### src/rtl/core/tbf_pkg.sv
// ----------------------------------------------------------------------------
// tbf_pkg
// shared types and constants of the transparent blit engine
// ----------------------------------------------------------------------------
package tbf_pkg;

  localparam int COORD_W     = 11;
  localparam int PIXEL_W     = 32;
  localparam int ADDR_W      = 20;
  localparam int COLOR_W     = 24;
  localparam int CFG_INDEX_W = 3;
  localparam int CFG_DATA_W  = 24;

  localparam logic [7:0] ALPHA_OPAQUE = 8'hff;
  localparam logic [7:0] ALPHA_CLEAR  = 8'h00;

  // register indexes of the configuration port
  typedef enum logic [CFG_INDEX_W-1:0] {
    REG_DEST_X,
    REG_DEST_Y,
    REG_RECT_WIDTH,
    REG_RECT_HEIGHT,
    REG_FB_WIDTH,
    REG_FLIP_VERTICAL,
    REG_FILL_MODE,
    REG_FILL_COLOR
  } cfg_reg_t;

  typedef struct packed {
    logic [COORD_W-1:0] dest_x;
    logic [COORD_W-1:0] dest_y;
    logic [COORD_W-1:0] rect_width;
    logic [COORD_W-1:0] rect_height;
    logic [COORD_W-1:0] fb_width;
    logic               flip_vertical;
    logic               fill_mode;
    logic [COLOR_W-1:0] fill_color;
  } cfg_t;

  // 0xRRGGBB colour to opaque pixel, red in the low byte
  function automatic logic [PIXEL_W-1:0] fill_pixel(input logic [COLOR_W-1:0] color);
    fill_pixel = {ALPHA_OPAQUE, color[7:0], color[15:8], color[23:16]};
  endfunction

endpackage

### src/rtl/core/tbf_cfg_if.sv
// ----------------------------------------------------------------------------
// tbf_cfg_if
// configuration write channel: register index and write data
// ----------------------------------------------------------------------------
interface tbf_cfg_if;
  logic                             valid;
  logic                             ready;
  logic [tbf_pkg::CFG_INDEX_W-1:0]  index;
  logic [tbf_pkg::CFG_DATA_W-1:0]   data;

  modport source(output valid, index, data, input ready);
  modport sink(input valid, index, data, output ready);
endinterface

### src/rtl/core/tbf_src_if.sv
// ----------------------------------------------------------------------------
// tbf_src_if
// source pixel channel
// ----------------------------------------------------------------------------
interface tbf_src_if;
  logic                         valid;
  logic                         ready;
  logic                         first;
  logic [tbf_pkg::PIXEL_W-1:0]  src_pixel;

  modport source(output valid, first, src_pixel, input ready);
  modport sink(input valid, first, src_pixel, output ready);
endinterface

### src/rtl/core/tbf_dst_if.sv
// ----------------------------------------------------------------------------
// tbf_dst_if
// framebuffer write channel
// ----------------------------------------------------------------------------
interface tbf_dst_if;
  logic                         valid;
  logic                         ready;
  logic [tbf_pkg::ADDR_W-1:0]   write_addr;
  logic [tbf_pkg::PIXEL_W-1:0]  write_data;

  modport source(output valid, write_addr, write_data, input ready);
  modport sink(input valid, write_addr, write_data, output ready);
endinterface

### src/rtl/core/transparent_blit_with_fill.sv
// ----------------------------------------------------------------------------
// transparent_blit_with_fill
// a written item passes stage 1, stage 2 and the dst output register before it leaves the dst port
// throughput: one src item per cycle, dst stalls back up through a 3-deep pipeline
// items with no write (clear alpha outside fill mode, bad sizes, off canvas, outside the rectangle) just vanish
// reset: sync rst clears counters, pipeline valids and loads register defaults
// ----------------------------------------------------------------------------
module transparent_blit_with_fill #(
  parameter int MAX_WIDTH = 1024,
  parameter int MAX_ROWS  = 1024
) (
  input  logic       clk,
  input  logic       rst,
  tbf_cfg_if.sink    cfg,
  tbf_src_if.sink    src,
  tbf_dst_if.source  dst
);

  localparam int CW    = $clog2(MAX_WIDTH);
  localparam int RW    = $clog2(MAX_ROWS);
  localparam int MAXCR = (CW > RW) ? CW : RW;
  // compare width: holds the size limits, 11-bit registers and a sign bit
  localparam int CMPW  = ((MAXCR > tbf_pkg::COORD_W) ? MAXCR : tbf_pkg::COORD_W) + 2;
  // address arithmetic width before wrapping to the address port
  localparam int SUMW  = RW + tbf_pkg::COORD_W + 2;

  // configuration registers
  tbf_pkg::cfg_t cfg_r;

  tbf_cfg_regs u_cfg_regs (
    .clk  (clk),
    .rst  (rst),
    .cfg  (cfg),
    .regs (cfg_r)
  );

  // static decode of the geometry, config must only change while idle (the block does not enforce it)
  logic [CMPW-1:0] w_src;
  logic [CMPW-1:0] h_src;
  logic [CMPW-1:0] w_dst;
  logic [CMPW-1:0] lim_w;
  logic [CMPW-1:0] lim_h;
  logic [CMPW-1:0] x_max;
  logic [CMPW-1:0] dest_x_ext;
  logic [CMPW-1:0] dest_y_ext;
  logic [tbf_pkg::COORD_W-1:0] x_clamped;
  logic sizes_ok;
  logic fits;

  always_comb begin
    w_src    = CMPW'(cfg_r.rect_width);
    h_src    = CMPW'(cfg_r.rect_height);
    w_dst    = CMPW'(cfg_r.fb_width);
    sizes_ok = (w_src != '0) && (w_src <= CMPW'(MAX_WIDTH)) &&
               (w_dst != '0) && (w_dst <= CMPW'(MAX_WIDTH)) &&
               (h_src != '0) && (h_src <= CMPW'(MAX_ROWS));
    fits     = sizes_ok && (w_src <= w_dst);
    // when sizes are bad the counters wrap at the maximum geometry
    lim_w    = sizes_ok ? w_src : CMPW'(MAX_WIDTH);
    lim_h    = sizes_ok ? h_src : CMPW'(MAX_ROWS);
    x_max    = w_dst - w_src;
    dest_x_ext = {{(CMPW-tbf_pkg::COORD_W){cfg_r.dest_x[tbf_pkg::COORD_W-1]}}, cfg_r.dest_x};
    dest_y_ext = {{(CMPW-tbf_pkg::COORD_W){cfg_r.dest_y[tbf_pkg::COORD_W-1]}}, cfg_r.dest_y};
    // left column clamped into [0, fb_width - rect_width]
    if (cfg_r.dest_x[tbf_pkg::COORD_W-1]) begin
      x_clamped = '0;
    end else if (dest_x_ext > x_max) begin
      x_clamped = tbf_pkg::COORD_W'(x_max);
    end else begin
      x_clamped = cfg_r.dest_x;
    end
  end

  // pipeline enables, a stage moves when it is empty or the next one moves
  logic s1_valid;
  logic s2_valid;
  logic dst_valid;
  logic en1;
  logic en2;
  logic en3;

  assign en3       = !dst_valid || dst.ready;
  assign en2       = !s2_valid || en3;
  assign en1       = !s1_valid || en2;
  assign src.ready = en1;
  assign dst.valid = dst_valid;

  logic src_take;
  assign src_take = src.valid && en1;

  // raster counters, advanced as each item is taken
  logic [CW-1:0]   col_count;
  logic [RW-1:0]   row_count;
  logic [CW-1:0]   col_count_next;
  logic [RW-1:0]   row_count_next;
  logic [CW-1:0]   cur_col;
  logic [RW-1:0]   cur_row;
  logic [CMPW-1:0] col_inc;
  logic [CMPW-1:0] row_inc;

  always_comb begin
    // first restarts the blit at this very item
    cur_col = src.first ? '0 : col_count;
    cur_row = src.first ? '0 : row_count;
    col_inc = CMPW'(cur_col) + CMPW'(1);
    row_inc = CMPW'(cur_row) + CMPW'(1);
    if (col_inc >= lim_w) begin
      col_count_next = '0;
      // wrap after the last row so extra items repeat the blit
      row_count_next = (row_inc >= lim_h) ? '0 : RW'(row_inc);
    end else begin
      col_count_next = CW'(col_inc);
      row_count_next = cur_row;
    end
  end

  always_ff @(posedge clk) begin
    if (rst) begin
      col_count <= '0;
      row_count <= '0;
    end else if (src_take) begin
      col_count <= col_count_next;
      row_count <= row_count_next;
    end
  end

  // stage 1: the taken item and its raster position
  logic [CW-1:0]                s1_col;
  logic [RW-1:0]                s1_row;
  logic [tbf_pkg::PIXEL_W-1:0]  s1_pixel;

  always_ff @(posedge clk) begin
    if (rst) begin
      s1_valid <= 1'b0;
    end else if (en1) begin
      s1_valid <= src.valid;
    end
    if (src_take) begin
      s1_col   <= cur_col;
      s1_row   <= cur_row;
      s1_pixel <= src.src_pixel;
    end
  end

  // stage 2 logic: target row, visibility and pixel data
  logic [CMPW-1:0]              src_row;
  logic [CMPW-1:0]              draw_y;
  logic                         in_rect;
  logic                         row_ok;
  logic                         opaque;
  logic                         s2_keep;
  logic [tbf_pkg::PIXEL_W-1:0]  s2_data_next;

  always_comb begin
    // a counter beyond a shrunk size gets no write
    in_rect = (CMPW'(s1_col) < w_src) && (CMPW'(s1_row) < h_src);
    src_row = cfg_r.flip_vertical ? (h_src - CMPW'(1) - CMPW'(s1_row)) : CMPW'(s1_row);
    draw_y  = dest_y_ext + src_row;
    // rows above the canvas or at or past MAX_ROWS are dropped
    row_ok  = !draw_y[CMPW-1] && (draw_y < CMPW'(MAX_ROWS));
    opaque  = s1_pixel[tbf_pkg::PIXEL_W-1 -: 8] != tbf_pkg::ALPHA_CLEAR;
    s2_keep = s1_valid && fits && in_rect && row_ok && (cfg_r.fill_mode || opaque);
    s2_data_next = cfg_r.fill_mode ? tbf_pkg::fill_pixel(cfg_r.fill_color) : s1_pixel;
  end

  logic [RW-1:0]                s2_row;
  logic [CW-1:0]                s2_col;
  logic [tbf_pkg::COORD_W-1:0]  s2_x;
  logic [tbf_pkg::PIXEL_W-1:0]  s2_data;

  always_ff @(posedge clk) begin
    if (rst) begin
      s2_valid <= 1'b0;
    end else if (en2) begin
      s2_valid <= s2_keep;
    end
    if (en2) begin
      s2_row  <= RW'(draw_y);
      s2_col  <= s1_col;
      s2_x    <= x_clamped;
      s2_data <= s2_data_next;
    end
  end

  // stage 3: row * width + x + col, wrapped to the address width
  logic [SUMW-1:0] addr_full;

  assign addr_full = SUMW'(s2_row) * SUMW'(cfg_r.fb_width) + SUMW'(s2_x) + SUMW'(s2_col);

  always_ff @(posedge clk) begin
    if (rst) begin
      dst_valid <= 1'b0;
    end else if (en3) begin
      dst_valid <= s2_valid;
    end
    if (en3 && s2_valid) begin
      dst.write_addr <= tbf_pkg::ADDR_W'(addr_full);
      dst.write_data <= s2_data;
    end
  end

`ifndef NO_ASSERTIONS
  // a write never carries a clear pixel
  a_no_clear_write: assert property (@(posedge clk) disable iff (rst)
    dst.valid |-> dst.write_data[tbf_pkg::PIXEL_W-1 -: 8] != tbf_pkg::ALPHA_CLEAR)
    else $error("write with clear alpha");

  // counters stay inside the maximum geometry
  a_col_range: assert property (@(posedge clk) disable iff (rst)
    CMPW'(col_count) < CMPW'(MAX_WIDTH))
    else $error("column counter out of range");

  a_row_range: assert property (@(posedge clk) disable iff (rst)
    CMPW'(row_count) < CMPW'(MAX_ROWS))
    else $error("row counter out of range");

  // a pending write in stage 2 is not lost while the output stalls
  a_s2_hold: assert property (@(posedge clk) disable iff (rst)
    s2_valid && !en3 |=> s2_valid)
    else $error("stage 2 item dropped under stall");

  // an empty input stage always takes an item
  a_empty_ready: assert property (@(posedge clk) disable iff (rst)
    !s1_valid |-> src.ready)
    else $error("input stalled with empty stage 1");
`endif

endmodule

### src/rtl/core/tbf_cfg_regs.sv
// ----------------------------------------------------------------------------
// tbf_cfg_regs
// configuration register file, always ready
// ----------------------------------------------------------------------------
module tbf_cfg_regs (
  input  logic            clk,
  input  logic            rst,
  tbf_cfg_if.sink         cfg,
  output tbf_pkg::cfg_t   regs
);

  assign cfg.ready = 1'b1;

  always_ff @(posedge clk) begin
    if (rst) begin
      regs.dest_x        <= '0;
      regs.dest_y        <= '0;
      regs.rect_width    <= tbf_pkg::COORD_W'(1);
      regs.rect_height   <= tbf_pkg::COORD_W'(1);
      regs.fb_width      <= tbf_pkg::COORD_W'(320);
      regs.flip_vertical <= 1'b0;
      regs.fill_mode     <= 1'b0;
      regs.fill_color    <= '0;
    end else if (cfg.valid) begin
      case (tbf_pkg::cfg_reg_t'(cfg.index))
        tbf_pkg::REG_DEST_X:        regs.dest_x        <= cfg.data[tbf_pkg::COORD_W-1:0];
        tbf_pkg::REG_DEST_Y:        regs.dest_y        <= cfg.data[tbf_pkg::COORD_W-1:0];
        tbf_pkg::REG_RECT_WIDTH:    regs.rect_width    <= cfg.data[tbf_pkg::COORD_W-1:0];
        tbf_pkg::REG_RECT_HEIGHT:   regs.rect_height   <= cfg.data[tbf_pkg::COORD_W-1:0];
        tbf_pkg::REG_FB_WIDTH:      regs.fb_width      <= cfg.data[tbf_pkg::COORD_W-1:0];
        tbf_pkg::REG_FLIP_VERTICAL: regs.flip_vertical <= cfg.data[0];
        tbf_pkg::REG_FILL_MODE:     regs.fill_mode     <= cfg.data[0];
        tbf_pkg::REG_FILL_COLOR:    regs.fill_color    <= cfg.data[tbf_pkg::COLOR_W-1:0];
        default: begin
        end
      endcase
    end
  end

endmodule
### src/flat_wrapper.sv
// flat-port wrapper written by rule: the top's interface ports become plain ports
module transparent_blit_with_fill_flat 
#(
  parameter int MAX_WIDTH = 1024,
  parameter int MAX_ROWS  = 1024
)
  (clk, rst, cfg_valid, cfg_index, cfg_data, cfg_ready, src_valid, src_first, src_src_pixel, src_ready, dst_valid, dst_write_addr, dst_write_data, dst_ready);
  tbf_cfg_if cfg_i ();
  tbf_src_if src_i ();
  tbf_dst_if dst_i ();
  input  logic clk;
  input  logic rst;
  input wire logic [$bits(cfg_i.valid)-1:0] cfg_valid;
  input wire logic [$bits(cfg_i.index)-1:0] cfg_index;
  input wire logic [$bits(cfg_i.data)-1:0] cfg_data;
  output wire logic [$bits(cfg_i.ready)-1:0] cfg_ready;
  input wire logic [$bits(src_i.valid)-1:0] src_valid;
  input wire logic [$bits(src_i.first)-1:0] src_first;
  input wire logic [$bits(src_i.src_pixel)-1:0] src_src_pixel;
  output wire logic [$bits(src_i.ready)-1:0] src_ready;
  output wire logic [$bits(dst_i.valid)-1:0] dst_valid;
  output wire logic [$bits(dst_i.write_addr)-1:0] dst_write_addr;
  output wire logic [$bits(dst_i.write_data)-1:0] dst_write_data;
  input wire logic [$bits(dst_i.ready)-1:0] dst_ready;
  assign cfg_i.valid = cfg_valid;
  assign cfg_i.index = cfg_index;
  assign cfg_i.data = cfg_data;
  assign cfg_ready = cfg_i.ready;
  assign src_i.valid = src_valid;
  assign src_i.first = src_first;
  assign src_i.src_pixel = src_src_pixel;
  assign src_ready = src_i.ready;
  assign dst_valid = dst_i.valid;
  assign dst_write_addr = dst_i.write_addr;
  assign dst_write_data = dst_i.write_data;
  assign dst_i.ready = dst_ready;
  transparent_blit_with_fill #(.MAX_WIDTH(MAX_WIDTH), .MAX_ROWS(MAX_ROWS)) u_core (.clk(clk), .rst(rst), .cfg(cfg_i), .src(src_i), .dst(dst_i));
endmodule
### config.mk
export PLATFORM = sky130hd
export DESIGN_NAME = transparent_blit_with_fill_flat
export DESIGN_NICKNAME = d
export VERILOG_FILES = /design/src/rtl/core/tbf_pkg.sv /design/src/rtl/core/tbf_cfg_if.sv /design/src/rtl/core/tbf_src_if.sv /design/src/rtl/core/tbf_dst_if.sv /design/src/rtl/core/transparent_blit_with_fill.sv /design/src/rtl/core/tbf_cfg_regs.sv /design/src/flat_wrapper.sv
export SDC_FILE = /design/constraint.sdc
export NUM_CORES = 1
export LEC_CHECK = 0
export CORE_MARGIN = 2
export CORE_UTILIZATION = 42
export DETAILED_ROUTE_END_ITERATION = 6
export DONT_BUFFER_PORTS = 1
export GPL_TIMING_DRIVEN = 0
export PLACE_DENSITY = 0.68
export SLEW_MARGIN = 0
export SYNTH_ARGS = -nofsm -noshare
export SYNTH_HDL_FRONTEND = slang
export SYNTH_SLANG_ARGS = --single-unit
### constraint.sdc
create_clock -name clk -period 6.01 [get_ports clk]
set_clock_uncertainty 0.05 [all_clocks]
set_input_delay 0.601 -clock clk [delete_from_list [all_inputs] [get_ports clk]]
set_output_delay 0.601 -clock clk [all_outputs]
set_load 0.02 [all_outputs]
== Yosys cells after proc, flatten, opt, wreduce, memory -nomap -nowiden ==
Cells that the tools add are included.

* Register bits: 271
* Bits of input ports: 65
* Output and inout bits: 55
* Word-level logic and storage cells: 97

* Add/sub/neg operators: 8
* Multiply operators: 1
* Order comparisons: 10
* Eq/ne operators: 7
* Multiplexer cells: 10
* Bitwise logic cells: 1
* Reductions and logical operators: 36

{| class="wikitable"
|+ Operators with widths
! cell !! count
|-
| $mux W10 || 6
|-
| $le A11 B11 Y1 const B || 3
|-
| $reduce_bool A11 Y1 || 3
|-
| $ge A13 B13 Y1 || 2
|-
| $mux W24 || 1
|-
| $add A10 B1 Y11 const B || 2
|-
| $lt A10 B11 Y1 || 2
|-
| $mux W11 || 2
|-
| $add A20 B10 Y20 || 1
|-
| $add A20 B11 Y20 || 1
|-
| $mul A10 B11 Y20 || 1
|-
| $reduce_and A2 Y1 || 8
|-
| $logic_and A1 B1 Y1 || 14
|-
| $add A13 B13 Y13 || 1
|-
| $gt A13 B13 Y1 || 1
|-
| $lt A13 B11 Y1 const B || 1
|-
| $mux W13 || 1
|-
| $sub A13 B10 Y13 || 1
|-
| $eq A3 B3 Y1 const B || 4
|-
| $sub A11 B1 Y12 const B || 1
|-
| $sub A11 B11 Y12 || 1
|-
| $le A11 B11 Y1 || 1
|-
| $reduce_bool A8 Y1 || 1
|-
| $eq A3 B2 Y1 const B || 2
|-
| other kinds (6) || 12
|}

== Longest topological paths before layout ==
* Depth after elaboration: 11
* Depth in mapped cells: 22
* Depth with buffers taken out: 22

== By module ==
A second synthesis with hierarchy kept.

* Cell total of the unflattened synthesis: 1,606
* Area total of the unflattened synthesis: 17,259.1 sq um

{| class="wikitable"
|+ By module, submodules not included
! module !! instances !! cells an instance !! area an instance (sq um) !! seq. area each (sq um)
|-
| transparent_blit_with_fill || 1 || 1,296 || 13,909.6 || 5,475.3
|-
| tbf_cfg_regs || 1 || 310 || 3,349.5 || 1,621.6
|}

== Least setup slack after synthesis ==
OpenSTA, ideal clock, no wires.

* Path kind: reg-to-reg
* Start: reg u_core.u_cfg_regs.regs[27] (netlist bit)
* End: reg u_core.dst.write_addr[19], data pin
* Setup time: 0.270 ns
* Data arrival time: 5.170 ns
* Required time: 5.690 ns
* Setup slack: 0.520 ns
* Stages on the path, launching flop included: 19
* Buffers on the path: 1
* Period minus slack after synthesis: 5.490 ns
* Cell sequence: dfxtp_1 -> clkbuf_1 -> nand2_1 -> fa_1 -> fa_1 -> inv_1 -> fa_1 -> inv_1 -> fa_1 -> inv_1 -> fa_1 -> ha_1 -> a21o_1 -> a21oi_1 -> o2111ai_1 -> o311a_1 -> a31oi_2 -> mux2i_1 -> a211oi_2

* Longest elaborated chain between the ends: 3

{| class="wikitable"
|+ Ends and longest elaborated chain
! item !! line !! RTL
|-
| start: declaration || tbf_cfg_regs.sv:9 || <nowiki>output tbf_pkg::cfg_t regs</nowiki>
|-
| $mul A10 B11 Y20 || transparent_blit_with_fill.sv:188 || <nowiki>assign addr_full = SUMW'(s2_row) * SUMW'(cfg_r.fb_width) + SUMW'(s2_x) + SUMW'(s2_col);</nowiki>
|-
| $add A20 B11 Y20 || transparent_blit_with_fill.sv:188 ||
|-
| $add A20 B10 Y20 || transparent_blit_with_fill.sv:188 ||
|-
| named net u_core.addr_full[19] || transparent_blit_with_fill.sv:186 || <nowiki>logic [SUMW-1:0] addr_full;</nowiki>
|-
| end signal: assignment || transparent_blit_with_fill.sv:197 || <nowiki>dst.write_addr <= tbf_pkg::ADDR_W'(addr_full);</nowiki>
|-
| end: declaration || tbf_dst_if.sv:11 || <nowiki>modport source(output valid, write_addr, write_data, input ready);</nowiki>
|}

The timed path passes the listed nets, and every way through them passes these cells.
A chain may end at the register's enable or synchronous reset.

== Final worst setup path ==
* Start: reg u_core.u_cfg_regs.regs[26] (netlist bit)
* End: reg u_core.dst.write_addr[19], data pin

The elaborated chain is that of the path after synthesis.

==> impl_metrics.ini <==
[sta]
worst_pin_slew_ns = 0.845
hold_violations = 0
finalCriticalPeriod_ns = 5.74
period_share = 0.955
slew_viol_final = 0
max_freq_mhz = 174
fin_ws_ns = 0.269
final.setup.tns_ns = 0
setup_violations = 0
slew_headroom = 0.435

[critical_path]
worst_setup_path_end_kind = register
critical_path_arrival_ns = 5.99
path_cells = clkbuf_4 -> nand2_1 -> fa_1 -> fa_1 -> inv_1 -> fa_1 -> inv_1 -> fa_1 -> inv_1 -> fa_1 -> ha_1 -> a21o_1 -> a21oi_4 -> o2111ai_2 -> o311a_1 -> a31oi_2 -> mux2i_1 -> a211oi_2
r2r.worst_path.cells = 18
required_ns = 6.26
start_kind = register
rrSetupSlack_ns = 0.27
crit_slowest_cell = fa_1
cpMostUsedCell = fa_1
worstSetupPathType = register to register
reg2reg_from = u_core.u_cfg_regs.regs[26]$_SDFFE_PP0P_
r2r_end = u_core.dst.write_addr[19]$_DFFE_PP_
critPathMaxStageDelay_ns = 0.55
crit_fanout = 10

[grt]
grt_pass1_vias = 12067
grtUsageTotal = 0.199
overflow = 0
grt_pass1_wl_mm = 64.6
antenna_found_initial = 1
grt_max_degree = 36

[synthesis]
synthesis.nets = 1956
ys_warn_count = 0
synth_area_per_cell_um2 = 10.2
async_flop_share = 0
synthFlopType = edfxtp_1
synth-seq-cells = 271
syn_area_mm2 = 0.0168
synth_cell_types = 73
postSynthCellCount = 1654
synth_seq_area_share = 0.423
synth_edf_count = 167

[placement]
dp_slack_ns = -0.121
dpl.hpwl_mm = 32.2
dp.cells = 2182
gp_congestion = 0.888
postPlaceCellArea_mm2 = 0.0175
io_buffer_count = 0

[final_layout]
syn_to_final_growth_pct = 10.3
fillers = 3692
layout_commonest_cell = nand2_1
regArea_mm2 = 0.00710
drive_gt1_frac = 0.0774
multi_input_area_mm2 = 0.00892
mostFrequentLayoutCells = 286 x nand2_1, 167 x edfxtp_1, 144 x inv_1
utilization = 0.467
finalNetCount = 1985
stdcell_count = 2233
fin_area_mm2 = 0.0185

[routing]
drt_iter0_markers = 865
dr.pass1.iters = 5
postRouteAntennaNets = 0
wl_per_cell_um = 18.5
via_per_inst = 5.30
route.detailed.drc = 0
drt_wl_total_mm = 41.3
dr_total_vias = 11830

[clock_network]
numClockSinks = 271
htree_num_levels = 1
numCtsBuffers = 29
clk_latency_ns = 0.58
cts-root-buf = clkbuf_16
clk_pin_slew_worst_paths_ns = 0.06
cts_tree = yes
cts_max_path_buffers = 3

[floorplanning]
die_area_mm2 = 0.0416
dieWidth_um = 204
rows = 73
start_util = 0.424
die_y_um = 204
io_pins = 120
core_mm2 = 0.0396

[worst_hold_path]
hp-start = src_src_pixel[23]
min_to = u_core.s1_pixel[23]$_DFFE_PP_
min_path_cells = 0
min_path_type = input port to register

[flow_run]
drv_cap = 0

[pwr]
p_per_area_mw_per_mm2 = 255
p_leak_nw = 7.59
peakVddDrop_v = 0.000229

[outcome]
status = finished, final reports clean
[flip-flops by register name (all words and copies together), names as in the netlist, 10 cells and up]
name                    flops
u_core.s2_data             32
u_core.s2_col              10
u_core.row_count           10
u_core.s2_x                11
u_core.dst.write_data      32
u_core.s2_row              10
u_core.s1_pixel            32
u_core.col_count           10
u_core.s1_col              10
u_core.s1_row              10
u_core.u_cfg_regs.regs     81
u_core.dst.write_addr      20
[worst max-delay path: cells and delay by family (launching register included)]
kind | cells | cell delay, ns
fa+ha+maj | 6 | 2.95
buf+inv | 4 | 0.42
flops | 1 | 0.39
mux | 1 | 0.25
compound gates | 6 | 1.30
simple gates | 1 | 0.10
[power by group]
part / internal (mW) / leakage (nW) / switching [mW] / total (mW)
clock: 1.04 / 0.480 / 0.771 / 1.81
sequential: 2.07 / 2.52 / 0.0572 / 2.13
combinational: 0.321 / 4.60 / 0.458 / 0.779
[metrics by stage]
| stage | power (mW) | hold WS, ns |
|---|---|---|
| after global routing | 4.93 | 0.0453 |
| after floorplan | 2.73 | 0.350 |
| final | 4.72 | 0.0608 |
| after detailed placement | 2.93 | 0.355 |
| after global placement | 2.90 | 0.352 |
| after CTS | 4.73 | 0.0451 |
[logic make-up (layout without fill, tap and decap cells)]
kind of cell             Yosys count  after routing  share of synthesized area
AND/OR/NAND/NOR                  570            570                      0.159
AO/OA/AOI/OAI                    275            275                      0.100
flip-flops                       271            271                      0.423
adder cells (fa/ha/maj)          237            237                      0.219
buffers and inverters            210            262                     0.0479
XOR/XNOR                          59             59                     0.0312
multiplexers                      31             31                     0.0205
other                              1              3                   0.000223
[repair_timing]
item                                    in CTS  in global routing
endpoints found under the hold margin        0                  0
endpoints found under the setup margin       1                  2
hold buffers                                 0                  0
buffers inserted                             0                  2
resized for setup                            9                 18
[per-layer routing]
layer  vias to the layer above  GRT usage  part of all wire
met4                         0     0.0704             0.035
met3                        86     0.0284             0.043
li1                       5713          -                 -
met5                         -          0                 0
met2                       296      0.344              0.49
met1                      5735      0.254              0.43
[cells in the mapped netlist (all sizes together) (7+ instances only)]
cell / n / area share
nand2: 287 / 0.064
edfxtp: 167 / 0.30
inv: 145 / 0.032
ha: 143 / 0.11
a21oi: 133 / 0.040
dfxtp: 104 / 0.12
fa: 94 / 0.11
nor2: 74 / 0.017
clkbuf: 59 / 0.013
and2: 54 / 0.020
o21ai: 45 / 0.013
xnor2: 36 / 0.019
nand3: 33 / 0.0098
nor2b: 32 / 0.012
mux2: 27 / 0.018
xor2: 23 / 0.012
or2: 16 / 0.0060
nor3: 14 / 0.0042
a21o: 13 / 0.0058
nand2b: 13 / 0.0048
nand4: 12 / 0.0045
a211oi: 9 / 0.0043
a22oi: 9 / 0.0040
nor4: 9 / 0.0046
o21bai: 9 / 0.0040
o21a: 8 / 0.0036
o31ai: 7 / 0.0034
[worst max-delay path by stage]
| stage | depth (start not counted) | startpoint | end | slack, ns |
|---|---|---|---|---|
| final | 18 | u_core.u_cfg_regs.regs[26]$_SDFFE_PP0P_ | u_core.dst.write_addr[19]$_DFFE_PP_ | 0.27 |
| after global routing | 17 | u_core.u_cfg_regs.regs[36]$_SDFFE_PP0P_ | u_core.dst.write_addr[19]$_DFFE_PP_ | -0.02 |
| after CTS | 18 | u_core.s2_row[1]$_DFFE_PP_ | u_core.dst.write_addr[19]$_DFFE_PP_ | 0.02 |
| after detailed placement | 18 | u_core.u_cfg_regs.regs[26]$_SDFFE_PP0P_ | u_core.dst.write_addr[19]$_DFFE_PP_ | -0.12 |
| after global placement | 18 | u_core.u_cfg_regs.regs[26]$_SDFFE_PP0P_ | u_core.dst.write_addr[19]$_DFFE_PP_ | -0.07 |
| after floorplan | 18 | u_core.u_cfg_regs.regs[27]$_SDFFE_PP0P_ | u_core.dst.write_addr[19]$_DFFE_PP_ | 0.52 |
[area by class of cell]
cell class / count / area share
Antenna cell: 2 / 0.000270
Buffer: 58 / 0.0138
Clock buffer: 38 / 0.0432
Clock inverter: 16 / 0.00898
Inverter: 145 / 0.0294
Multi-Input combinational cell: 1173 / 0.482
Sequential cell: 271 / 0.383
Tap cell: 525 / 0.0355
Timing Repair Buffer: 5 / 0.00405
Note: power is estimated with default switching activity, not from simulation.
